--- config.mk ---
export PLATFORM = sky130hd
export DESIGN_NAME = sha256_hash_engine_top
export DESIGN_NICKNAME = d
export VERILOG_FILES = /design/src/rtl/sha256_pkg.sv /design/src/rtl/sha256_sched.sv /design/src/rtl/sha256_core.sv /design/src/rtl/sha256_hash_engine_top.sv
export SDC_FILE = /design/constraint.sdc
export NUM_CORES = 2
export LEC_CHECK = 0
export ABC_CLOCK_PERIOD_IN_PS = 18270
export BUFFER_PORTS_ARGS = -buffer_cell sky130_fd_sc_hd__buf_2
export CAP_MARGIN = 5
export CORE_AREA = 2 2 330 332
export DETAILED_ROUTE_END_ITERATION = 10
export DIE_AREA = 0 0 332 334
export GPL_TIMING_DRIVEN = 0
export HOLD_SLACK_MARGIN = 0.15
export PLACE_DENSITY = 0.91
export SYNTH_ARGS = -nofsm -noshare
export SYNTH_HDL_FRONTEND = slang
export SYNTH_SLANG_ARGS = --single-unit
--- constraint.sdc ---
create_clock -name clk -period 18.27 [get_ports clk]
set_input_delay 0.9135 -clock clk [delete_from_list [all_inputs] [get_ports clk]]
set_output_delay 0.9135 -clock clk [all_outputs]
set_load 0.02 [all_outputs]
--- src/rtl/sha256_pkg.sv ---
// Shared types, constants and round functions of the SHA-256 hash engine.
package sha256_pkg;

  localparam int unsigned NUM_WORDS = 8;
  localparam int unsigned WINDOW    = 16;
  localparam int unsigned ROUNDS    = 64;

  typedef logic [31:0] word_t;

  localparam word_t K_TAB [ROUNDS] = '{
    32'h428a2f98, 32'h71374491, 32'hb5c0fbcf, 32'he9b5dba5,
    32'h3956c25b, 32'h59f111f1, 32'h923f82a4, 32'hab1c5ed5,
    32'hd807aa98, 32'h12835b01, 32'h243185be, 32'h550c7dc3,
    32'h72be5d74, 32'h80deb1fe, 32'h9bdc06a7, 32'hc19bf174,
    32'he49b69c1, 32'hefbe4786, 32'h0fc19dc6, 32'h240ca1cc,
    32'h2de92c6f, 32'h4a7484aa, 32'h5cb0a9dc, 32'h76f988da,
    32'h983e5152, 32'ha831c66d, 32'hb00327c8, 32'hbf597fc7,
    32'hc6e00bf3, 32'hd5a79147, 32'h06ca6351, 32'h14292967,
    32'h27b70a85, 32'h2e1b2138, 32'h4d2c6dfc, 32'h53380d13,
    32'h650a7354, 32'h766a0abb, 32'h81c2c92e, 32'h92722c85,
    32'ha2bfe8a1, 32'ha81a664b, 32'hc24b8b70, 32'hc76c51a3,
    32'hd192e819, 32'hd6990624, 32'hf40e3585, 32'h106aa070,
    32'h19a4c116, 32'h1e376c08, 32'h2748774c, 32'h34b0bcb5,
    32'h391c0cb3, 32'h4ed8aa4a, 32'h5b9cca4f, 32'h682e6ff3,
    32'h748f82ee, 32'h78a5636f, 32'h84c87814, 32'h8cc70208,
    32'h90befffa, 32'ha4506ceb, 32'hbef9a3f7, 32'hc67178f2
  };

  localparam word_t IV_TAB [NUM_WORDS] = '{
    32'h6a09e667, 32'hbb67ae85, 32'h3c6ef372, 32'ha54ff53a,
    32'h510e527f, 32'h9b05688c, 32'h1f83d9ab, 32'h5be0cd19
  };

  localparam logic [7:0] PAD_BYTE  = 8'h80;
  localparam logic [5:0] LEN_START = 6'd56;
  localparam logic [5:0] LAST_POS  = 6'd63;
  localparam logic [5:0] LAST_RND  = 6'd63;
  localparam logic [2:0] LAST_IDX  = 3'd7;

  typedef struct packed {
    logic       push;       // load one block byte
    logic [7:0] data_byte;
    logic [1:0] byte_pos;   // position of the byte inside its word
    logic       advance;    // step the schedule by one round
  } sched_ctrl_t;

  typedef struct packed {
    logic load;   // copy chain value into working variables
    logic round;  // run one compression round
    logic fold;   // add working variables into chain value
    logic init;   // restore initial hash vector
  } core_ctrl_t;

  function automatic word_t big_sigma0(input word_t x);
    big_sigma0 = {x[1:0], x[31:2]} ^ {x[12:0], x[31:13]} ^ {x[21:0], x[31:22]};
  endfunction

  function automatic word_t big_sigma1(input word_t x);
    big_sigma1 = {x[5:0], x[31:6]} ^ {x[10:0], x[31:11]} ^ {x[24:0], x[31:25]};
  endfunction

  function automatic word_t small_sigma0(input word_t x);
    small_sigma0 = {x[6:0], x[31:7]} ^ {x[17:0], x[31:18]} ^ {3'b000, x[31:3]};
  endfunction

  function automatic word_t small_sigma1(input word_t x);
    small_sigma1 = {x[16:0], x[31:17]} ^ {x[18:0], x[31:19]} ^ {10'b0, x[31:10]};
  endfunction

endpackage

--- src/rtl/sha256_sched.sv ---
// Block word window: byte packing during load and message schedule during rounds.
module sha256_sched (
  input  logic                     clk,
  input  sha256_pkg::sched_ctrl_t  ctrl,
  output sha256_pkg::word_t        w_t
);
  import sha256_pkg::*;

  word_t       win_r [WINDOW];
  logic [23:0] acc_r;
  word_t       new_w;

  // W[t+16] from the window holding W[t..t+15]
  assign new_w = small_sigma1(win_r[14]) + win_r[9] + small_sigma0(win_r[1]) + win_r[0];
  assign w_t   = win_r[0];

  always_ff @(posedge clk) begin
    if (ctrl.push) begin
      if (ctrl.byte_pos == 2'd3) begin
        for (int i = 0; i < WINDOW - 1; i++) begin
          win_r[i] <= win_r[i + 1];
        end
        win_r[WINDOW - 1] <= {acc_r, ctrl.data_byte};
      end else begin
        acc_r <= {acc_r[15:0], ctrl.data_byte};
      end
    end else if (ctrl.advance) begin
      for (int i = 0; i < WINDOW - 1; i++) begin
        win_r[i] <= win_r[i + 1];
      end
      win_r[WINDOW - 1] <= new_w;
    end
  end

endmodule

--- src/rtl/sha256_core.sv ---
// Compression round unit with working variables and chain value.
module sha256_core (
  input  logic                    clk,
  input  logic                    rst_n,
  input  sha256_pkg::core_ctrl_t  ctrl,
  input  logic [5:0]              rnd,
  input  sha256_pkg::word_t       w_t,
  input  logic [2:0]              rd_idx,
  output sha256_pkg::word_t       rd_word
);
  import sha256_pkg::*;

  word_t chain_r [NUM_WORDS];
  word_t wk_r    [NUM_WORDS];
  word_t t1, t2, ch_v, maj_v;

  assign ch_v  = (wk_r[4] & wk_r[5]) ^ (~wk_r[4] & wk_r[6]);
  assign maj_v = (wk_r[0] & wk_r[1]) ^ (wk_r[0] & wk_r[2]) ^ (wk_r[1] & wk_r[2]);
  assign t1    = wk_r[7] + big_sigma1(wk_r[4]) + ch_v + K_TAB[rnd] + w_t;
  assign t2    = big_sigma0(wk_r[0]) + maj_v;
  assign rd_word = chain_r[rd_idx];

  always_ff @(posedge clk) begin
    if (ctrl.load) begin
      for (int i = 0; i < NUM_WORDS; i++) begin
        wk_r[i] <= chain_r[i];
      end
    end else if (ctrl.round) begin
      wk_r[7] <= wk_r[6];
      wk_r[6] <= wk_r[5];
      wk_r[5] <= wk_r[4];
      wk_r[4] <= wk_r[3] + t1;
      wk_r[3] <= wk_r[2];
      wk_r[2] <= wk_r[1];
      wk_r[1] <= wk_r[0];
      wk_r[0] <= t1 + t2;
    end
  end

  always_ff @(posedge clk) begin
    if (!rst_n || ctrl.init) begin
      for (int i = 0; i < NUM_WORDS; i++) begin
        chain_r[i] <= IV_TAB[i];
      end
    end else if (ctrl.fold) begin
      for (int i = 0; i < NUM_WORDS; i++) begin
        chain_r[i] <= chain_r[i] + wk_r[i];
      end
    end
  end

endmodule

--- src/rtl/sha256_hash_engine_top.sv ---
// SHA-256 hash engine top level: byte intake, padding sequencer and digest output.
//
// Feeds a byte stream one item per transfer and returns the SHA-256 digest as
// eight 32-bit words, word 0 first, the eighth flagged by out_last_word. Byte
// items are taken back to back while in_ready is high; every 64th byte of a
// message starts the 64 rounds of the single round unit plus the chain update,
// during which in_ready is low. An end-of-message item starts padding, which
// pushes one pad or length byte per cycle through the same block path (with a
// second block when the length does not fit), pausing during the rounds of
// each block that fills; then the eight digest words go out at one per cycle
// while out_ready is high. No item is taken while the digest is being delivered;
// after the last word the engine is back at the initial hash vector.
module sha256_hash_engine_top (
  input  logic        clk,
  input  logic        rst_n,
  input  logic        in_valid,
  output logic        in_ready,
  input  logic [7:0]  in_message_byte,
  input  logic        in_has_byte,
  input  logic        in_end_of_message,
  output logic        out_valid,
  input  logic        out_ready,
  output logic [31:0] out_digest_word,
  output logic [2:0]  out_word_index,
  output logic        out_last_word
);
  import sha256_pkg::*;

  typedef enum logic [4:0] {
    ST_IDLE = 5'b00001,
    ST_PAD  = 5'b00010,
    ST_COMP = 5'b00100,
    ST_FOLD = 5'b01000,
    ST_OUT  = 5'b10000
  } state_t;

  state_t      state_r, state_nxt;
  logic [5:0]  fill_r, fill_nxt;
  logic [60:0] msg_cnt_r, msg_cnt_nxt;
  logic [5:0]  rnd_r, rnd_nxt;
  logic [2:0]  out_idx_r, out_idx_nxt;
  logic        pad_active_r, pad_active_nxt;
  logic        pad_first_r, pad_first_nxt;
  logic        two_blk_r, two_blk_nxt;
  logic        pad_done_r, pad_done_nxt;

  logic        ins;
  logic [7:0]  ins_byte;
  logic [63:0] len_bits;
  logic [7:0]  len_byte;
  logic [2:0]  len_pos;
  sched_ctrl_t sched_ctrl;
  core_ctrl_t  core_ctrl;
  word_t       w_t;
  word_t       rd_word;

  assign len_bits = {msg_cnt_r, 3'b000};
  assign len_pos  = ~fill_r[2:0];
  assign len_byte = len_bits[{len_pos, 3'b000} +: 8];

  always_comb begin
    state_nxt      = state_r;
    fill_nxt       = fill_r;
    msg_cnt_nxt    = msg_cnt_r;
    rnd_nxt        = rnd_r;
    out_idx_nxt    = out_idx_r;
    pad_active_nxt = pad_active_r;
    pad_first_nxt  = pad_first_r;
    two_blk_nxt    = two_blk_r;
    pad_done_nxt   = pad_done_r;
    ins            = 1'b0;
    ins_byte       = in_message_byte;
    core_ctrl      = '0;
    in_ready       = 1'b0;
    out_valid      = 1'b0;

    case (state_r)
      ST_IDLE: begin
        in_ready = 1'b1;
        if (in_valid) begin
          if (in_has_byte) begin
            ins         = 1'b1;
            msg_cnt_nxt = msg_cnt_r + 61'd1;
          end
          if (in_end_of_message) begin
            pad_active_nxt = 1'b1;
            pad_first_nxt  = 1'b1;
          end
          if (in_has_byte && fill_r == LAST_POS) begin
            state_nxt = ST_COMP;
          end else if (in_end_of_message) begin
            state_nxt = ST_PAD;
          end
        end
      end
      ST_PAD: begin
        ins = 1'b1;
        if (pad_first_r) begin
          ins_byte      = PAD_BYTE;
          pad_first_nxt = 1'b0;
          two_blk_nxt   = (fill_r > LEN_START - 6'd1);
        end else if (!two_blk_r && fill_r >= LEN_START) begin
          ins_byte = len_byte;
          if (fill_r == LAST_POS) begin
            pad_done_nxt = 1'b1;
          end
        end else begin
          ins_byte = 8'h00;
        end
        if (fill_r == LAST_POS) begin
          state_nxt = ST_COMP;
        end
      end
      ST_COMP: begin
        core_ctrl.round = 1'b1;
        rnd_nxt         = rnd_r + 6'd1;
        if (rnd_r == LAST_RND) begin
          state_nxt = ST_FOLD;
        end
      end
      ST_FOLD: begin
        core_ctrl.fold = 1'b1;
        two_blk_nxt    = 1'b0;
        if (pad_done_r) begin
          state_nxt = ST_OUT;
        end else if (pad_active_r) begin
          state_nxt = ST_PAD;
        end else begin
          state_nxt = ST_IDLE;
        end
      end
      ST_OUT: begin
        out_valid = 1'b1;
        if (out_ready) begin
          out_idx_nxt = out_idx_r + 3'd1;
          if (out_idx_r == LAST_IDX) begin
            core_ctrl.init = 1'b1;
            msg_cnt_nxt    = '0;
            pad_active_nxt = 1'b0;
            pad_done_nxt   = 1'b0;
            state_nxt      = ST_IDLE;
          end
        end
      end
      default: begin
        state_nxt = ST_IDLE;
      end
    endcase

    if (ins) begin
      fill_nxt = fill_r + 6'd1;
      // last byte of the block: start compression from the current chain
      if (fill_r == LAST_POS) begin
        core_ctrl.load = 1'b1;
      end
    end
  end

  always_comb begin
    sched_ctrl.push      = ins;
    sched_ctrl.data_byte = ins_byte;
    sched_ctrl.byte_pos  = fill_r[1:0];
    sched_ctrl.advance   = core_ctrl.round;
  end

  always_ff @(posedge clk) begin
    if (!rst_n) begin
      state_r      <= ST_IDLE;
      fill_r       <= '0;
      msg_cnt_r    <= '0;
      rnd_r        <= '0;
      out_idx_r    <= '0;
      pad_active_r <= 1'b0;
      pad_first_r  <= 1'b0;
      two_blk_r    <= 1'b0;
      pad_done_r   <= 1'b0;
    end else begin
      state_r      <= state_nxt;
      fill_r       <= fill_nxt;
      msg_cnt_r    <= msg_cnt_nxt;
      rnd_r        <= rnd_nxt;
      out_idx_r    <= out_idx_nxt;
      pad_active_r <= pad_active_nxt;
      pad_first_r  <= pad_first_nxt;
      two_blk_r    <= two_blk_nxt;
      pad_done_r   <= pad_done_nxt;
    end
  end

  sha256_sched u_sched (
    .clk  (clk),
    .ctrl (sched_ctrl),
    .w_t  (w_t)
  );

  sha256_core u_core (
    .clk     (clk),
    .rst_n   (rst_n),
    .ctrl    (core_ctrl),
    .rnd     (rnd_r),
    .w_t     (w_t),
    .rd_idx  (out_idx_r),
    .rd_word (rd_word)
  );

  assign out_digest_word = rd_word;
  assign out_word_index  = out_idx_r;
  assign out_last_word   = (out_idx_r == LAST_IDX);

  a_no_overlap: assert property (@(posedge clk) disable iff (!rst_n)
    !(in_ready && out_valid))
    else $error("input and output handshakes open together");

  a_back_to_idle: assert property (@(posedge clk) disable iff (!rst_n)
    (out_valid && out_ready && out_last_word) |=> (in_ready && fill_r == '0))
    else $error("engine not idle and empty after last digest word");

  a_rounds_end: assert property (@(posedge clk) disable iff (!rst_n)
    (state_r == ST_COMP && rnd_r == LAST_RND) |=> (state_r == ST_FOLD && rnd_r == '0))
    else $error("compression did not end after the last round");

  a_block_aligned: assert property (@(posedge clk) disable iff (!rst_n)
    (state_r == ST_FOLD) |-> (fill_r == '0))
    else $error("chain update with a partly filled block");

endmodule
* After elaboration in Yosys (flattened, before gate mapping)
Memories as Yosys holds them, arrays and structs flattened. A register that Yosys moved wholly into a read port is not among the register bits. Index checks and enable logic that the tools add are counted.
Operators by class: $add $sub $neg 22, shifts and indexed selects 1, bitwise logic cells 52, $lt $le $gt $ge 3, reduce and logical (&&, ||, !) cells 17, mux-type cells 93, eq/ne operators 20
Operators by type and width (number):
- $mux W32 | 34
- $add A32 B32 Y32 | 18
- $xor A32 B32 Y32 | 9
- $mux W61 | 4
- $and A32 B32 Y32 | 5
- $pmux W61 S2 | 1
- $shiftx A64 B7 Y8 | 1
- $add A61 B1 Y61 const B | 1
- $mux W5 | 8
- $mux W1 | 34
- $not A32 Y32 | 1
- $or A1 B1 Y1 | 32
- $xor A32 B22 Y32 | 1
- $xor A32 B29 Y32 | 1
- $pmux W5 S5 | 1
- $mux W8 | 3
- $ne A2 B2 Y1 const B | 10
- $add A6 B1 Y6 const B | 2
- $eq A6 B6 Y1 const B | 2
- $reduce_and A6 Y1 | 2
- $pmux W1 S2 | 5
- $reduce_and A5 Y1 | 2
- $reduce_bool A2 Y1 | 4
- $ge A7 B7 Y1 const B | 1
- 21 further kinds | 26
Storage, ports and cells: output and inout bits 38, register bits after elaboration 109, ROM bits 2048, logic and storage cells 222, memories kept 4, memory bits (writable) 1024, input bits 14
Memory list:
- (name not given) | words 64, bits a word 32, rd ports 1, clocked after Yosys merged registers in 0, wr ports 0, RTL line sha256_core.sv:19 | assign t1 = wk_r[7] + big_sigma1(wk_r[4]) + ch_v + K_TAB[rnd] + w_t;
- u_sched.win_r | words 16, bits a word 32, rd ports 16, clocked after Yosys merged registers in 0, wr ports 16, RTL line sha256_sched.sv:9 | word_t win_r [WINDOW];
- u_core.chain_r | words 8, bits a word 32, rd ports 9, clocked after Yosys merged registers in 1, wr ports 8, RTL line sha256_core.sv:13 | word_t chain_r [NUM_WORDS];
- u_core.wk_r | words 8, bits a word 32, rd ports 8, clocked after Yosys merged registers in 0, wr ports 8, RTL line sha256_core.sv:14 | word_t wk_r [NUM_WORDS];

* Logic depth before layout (Yosys ltp)
An unclocked memory read counts as a cell.
depth in word-level cells 9, gate-level depth with buffers 42, gate-level depth less buffers 40

* Modules after synthesis
From an unflattened synthesis, not the netlist that was laid out.
Second synthesis, totals: cells, all modules 6094, area, all modules 70340.0 um2
Modules (own cells, without submodules):
- sha256_core | times used 1, area each 44695.4 um2, cells an instance 4390
- sha256_sched | times used 1, area each 20838.7 um2, cells an instance 1142
- sha256_hash_engine_top | times used 1, area each 4805.9 um2, cells an instance 562

* Worst setup path before layout
Ideal clock, no wire load.
kind input to register, start input port in_valid, end memory u_sched.win_r[0][0] (netlist name), enable pin, buffers on the path 2, data arrival time 10200 ps, path slack 4438 ps, cell stages on the path 6, data required time 14638 ps, library setup time 3632 ps, cell sequence nand3_4 -> nand2_1 -> nand2_1 -> clkbuf_1 -> clkbuf_1 -> nand2_1
RTL lines:
- start: declaration | RTL line sha256_hash_engine_top.sv:16 | input logic in_valid,
- end: declaration | RTL line sha256_sched.sv:9

==> results_dict.tcl <==
set metrics [dict create \
    netlist_instances 6321 \
    timing.critical_path.slowest_cell_delay_ns 0.70 \
    total_power_draw_mw 6.692 \
    largest_buffer_count_on_any_clock_path 3 \
    clkSinkCount 1136 \
    rsz0062_at_grt "no" \
    regToRegSetupSlack_ns 6.23 \
    grt_util_all_layers 0.4407 \
    place.detailed.instances 7806 \
    post_detailed_route_via_to_cell_ratio 6.894 \
    synth_simple_gate_area_frac 0.1287 \
    worstHoldPathCells 0 \
    synth_top_family_by_area "adder cells" \
    r2r_start "rnd_r[0]" \
    core.rowCount 121 \
    asyncSetResetFlopFracSynth 0 \
    worstReg2RegEnd "u_core.wk_r[0][28]" \
    synthesis.nets 6928 \
    post-synth-top-area-fraction 0.4543 \
    floorplan.core_area_um2 107800 \
    drtIter0Drc 8666 \
    max_capacitance_violation_count 3 \
    tritoncts "done" \
    outcome "finished with violations" \
    ys_seq_area_frac 0.4798 \
    pin_count_of_the_biggest_net_entering_global_routing 82 \
    placedInstanceArea_um2 71810 \
    crit_path_top_delay_cell "buf_1" \
    failing_checks "capacitance limit, slew limit" \
    area_growth_syn_to_layout_pct 9.229 \
    floorplan.die.width_um 332 \
    path_max_fanout 13 \
    yosys-top-cells-area "edfxtp_1 45%, ha_1 7.2%, fa_1 5.6%" \
    hp-start "u_sched.win_r[0][502]" \
    worst-setup-path-type "reg2reg" \
    ctsHoldBuffers 0 \
    worst_pin_slew_ns 1.616 \
    place.detailed.hpwl_mm 186.5 \
    route.final.wire_length_mm 247.8 \
    clock-skew-final_ns 0.08611 \
    hold-worst-slack_ns 0.3753 \
    post_cts_resized 0 \
    synth_adder_area_share 0.1317 \
    layout.filler_cells 7548 \
    route.vias.total 55390 \
    fin_ws_ns 6.234 \
    nets 7118 \
    total_of_warnings_raised_by_yosys 0 \
    grt_antenna_before_repair 13 \
    detail-route-antenna-nets 0 \
    post_syn_area_per_cell_um2 10.96 \
    clock_insertion_delay_at_the_later_pin_of_the_skew_report_ns 0.77 \
    pin_count 52 \
    seqCellArea_um2 33230 \
    startpoint_type "flip-flop" \
    timing.reg2reg.worst_path_depth 37 \
    synth_compound_gate_area_share 0.1149 \
    post_route_cells_drive_above_1_share 0.06720 \
    detailedRoute.firstPassIterationCount 7 \
    synth_area_um2 69270 \
    die-height_um 334 \
    timing.final.setup_violations 0 \
    grt_remaining_overflow 0 \
    port_buffers 50 \
    final_cells 8034 \
    area_of_the_die_um2 110900 \
    slew_violations 39 \
    parity_gate_share_of_the_synthesized_area_counting_xor_and_xnor_cells 0.07820 \
    cts.clk_slew.worst_paths_ns 0.07 \
    hold_viol 0 \
    global_placement_routability_congestion 1.066 \
    floorplan.initialDensity 0.6426 \
    cts_buffers 116 \
    ys_types 90 \
    relative_slew_slack -0.07734 \
    critPathRequiredTime_ns 18.72 \
    wl_per_cell_um 30.85 \
    residual_drc 0 \
    multi_input_area_um2 34150 \
    synth-main-ff-cell "edfxtp_1" \
    cts_root_buf "clkbuf_16" \
    grt_pass1_wl_mm 354.4 \
    final.setup.tns_ns 0 \
    crit_family "compound AO/OA/AOI/OAI gates" \
    post-route-util 0.7019 \
    timing.hold.worst_endpoint "u_sched.win_r[0][470]" \
    maxClockFrequency_mhz 83.08 \
    pre_cts_slack_ns 6.885 \
    critPathCaptureType "flip-flop" \
    worst-path-buf-inv 6 \
    static_leakage_nw 28.05 \
    synth-seq-cells 1136 \
    muxShareOfSynthArea 0.03895 \
    synth_edf_count 1048 \
    first_global_vias 52880 \
    final_instance_area_um2 75660 \
    cp_num_cells 37 \
    post-synth-top-area-cell "edfxtp_1" \
    worst-endpoint-arrival_ns 12.49 \
    power.density_nw_per_um2 88.45 \
    vdd_ir_drop_max_v 0.00009900 \
    tightest_hold_check_type "reg2reg" \
    h-tree-depth 3 \
    post_cts.repair.setup_buffers 0 \
    finalCriticalPeriod_ns 12.04 \
    min_period_over_period 0.6588 \
]
==> worst max-delay path by stage <==
stage | startpoint | endpoint | slack [ns]
floorplan | in_valid | u_sched.win_r[0][0] | 4.44
global placement | state_r[4] | u_sched.win_r[0][52] | -1.08
detailed placement | rnd_r[0] | u_core.wk_r[0][28] | 6.89
CTS | rnd_r[0] | u_core.wk_r[0][28] | 6.72
global route | rnd_r[0] | u_core.wk_r[0][28] | 5.93
finish | rnd_r[0] | u_core.wk_r[0][28] | 6.23
==> logic make-up after synthesis <==
group	count (synthesis)
AOI/OAI and AO/OA	1277
xor gates and xnor gates	616
adders and majority gates	617
buffers and inverters	512
DFF	1136
muxes	162
and+or+nand+nor	2001
==> cells in the final DEF, fill, tap and decap left out, types with 77 or more instances in the layout <==
master     Yosys  routed
edfxtp_1    1048    1048
xnor2_1      393     393
a21o_1       137     137
nand3_1      100     100
nor2_1       404     404
mux4_2        80      80
nand2_1     1003    1000
dfxtp_1       88      88
o21a_1        77      77
clkbuf_1     228     243
fa_1         195     195
o21ai_0      343     343
nand2b_1      81      81
xor2_1       221     221
a21oi_1      371     370
clkbuf_16      0     118
ha_1         398     398
inv_1        249     249
nor3_1        98      98
==> final cells by class <==
cell class,count,share of cell area
tap,1414,0.02338
clock buffer,138,0.04042
multi-input combinational,4673,0.4513
antenna,13,0.0004300
buffer,260,0.01293
clock inverter,76,0.009774
inverter,252,0.01250
sequential,1136,0.4392
timing repair buffer,72,0.01001
==> sequential cells by signal, indices dropped and copies added, names as in the netlist, 5 cells and up, named ones only <==
signal / cells
fill_r: 6
msg_cnt_r: 61
rnd_r: 6
state_r: 5
u_core.chain_r: 256
u_core.wk_r: 256
u_sched.acc_r: 24
u_sched.win_r: 512
==> metal layers <==
layer  global-route usage  vias up  wire [um]
met5                    0        -         63
met4               0.2384       10      17080
met3               0.1349     1049      36100
met2               0.6541     4614     105800
met1               0.5831    26610      88810
li1                     -    23110          -
==> synth_stat cells (16+ instances only) <==
| cell type | instances |
|---|---|
| a211oi_1 | 53 |
| a21boi_0 | 16 |
| a21o_1 | 137 |
| a21oi_1 | 371 |
| a311oi_1 | 17 |
| a31oi_1 | 38 |
| and2_1 | 30 |
| and3_1 | 48 |
| buf_1 | 32 |
| clkbuf_1 | 228 |
| dfxtp_1 | 88 |
| edfxtp_1 | 1048 |
| fa_1 | 195 |
| ha_1 | 398 |
| inv_1 | 249 |
| maj3_1 | 24 |
| mux2_2 | 60 |
| mux2i_1 | 22 |
| mux4_2 | 80 |
| nand2_1 | 1003 |
| nand2b_1 | 81 |
| nand3_1 | 100 |
| nand4_1 | 41 |
| nor2_1 | 404 |
| nor2b_1 | 62 |
| nor3_1 | 98 |
| nor4_1 | 16 |
| o211ai_1 | 27 |
| o21a_1 | 77 |
| o21ai_0 | 343 |
| o21bai_1 | 36 |
| o31ai_1 | 24 |
| or2_2 | 20 |
| or3_1 | 48 |
| xnor2_1 | 393 |
| xor2_1 | 221 |
==> power by group <==
| group | leakage, nW | internal, mW | total [mW] | switching, mW |
|---|---|---|---|---|
| registers | 10.1 | 2.90 | 2.96 | 0.0563 |
| clock network | 1.85 | 1.31 | 2.43 | 1.12 |
| logic | 16.1 | 0.496 | 1.31 | 0.809 |
Power figures use the tool's default switching activity.
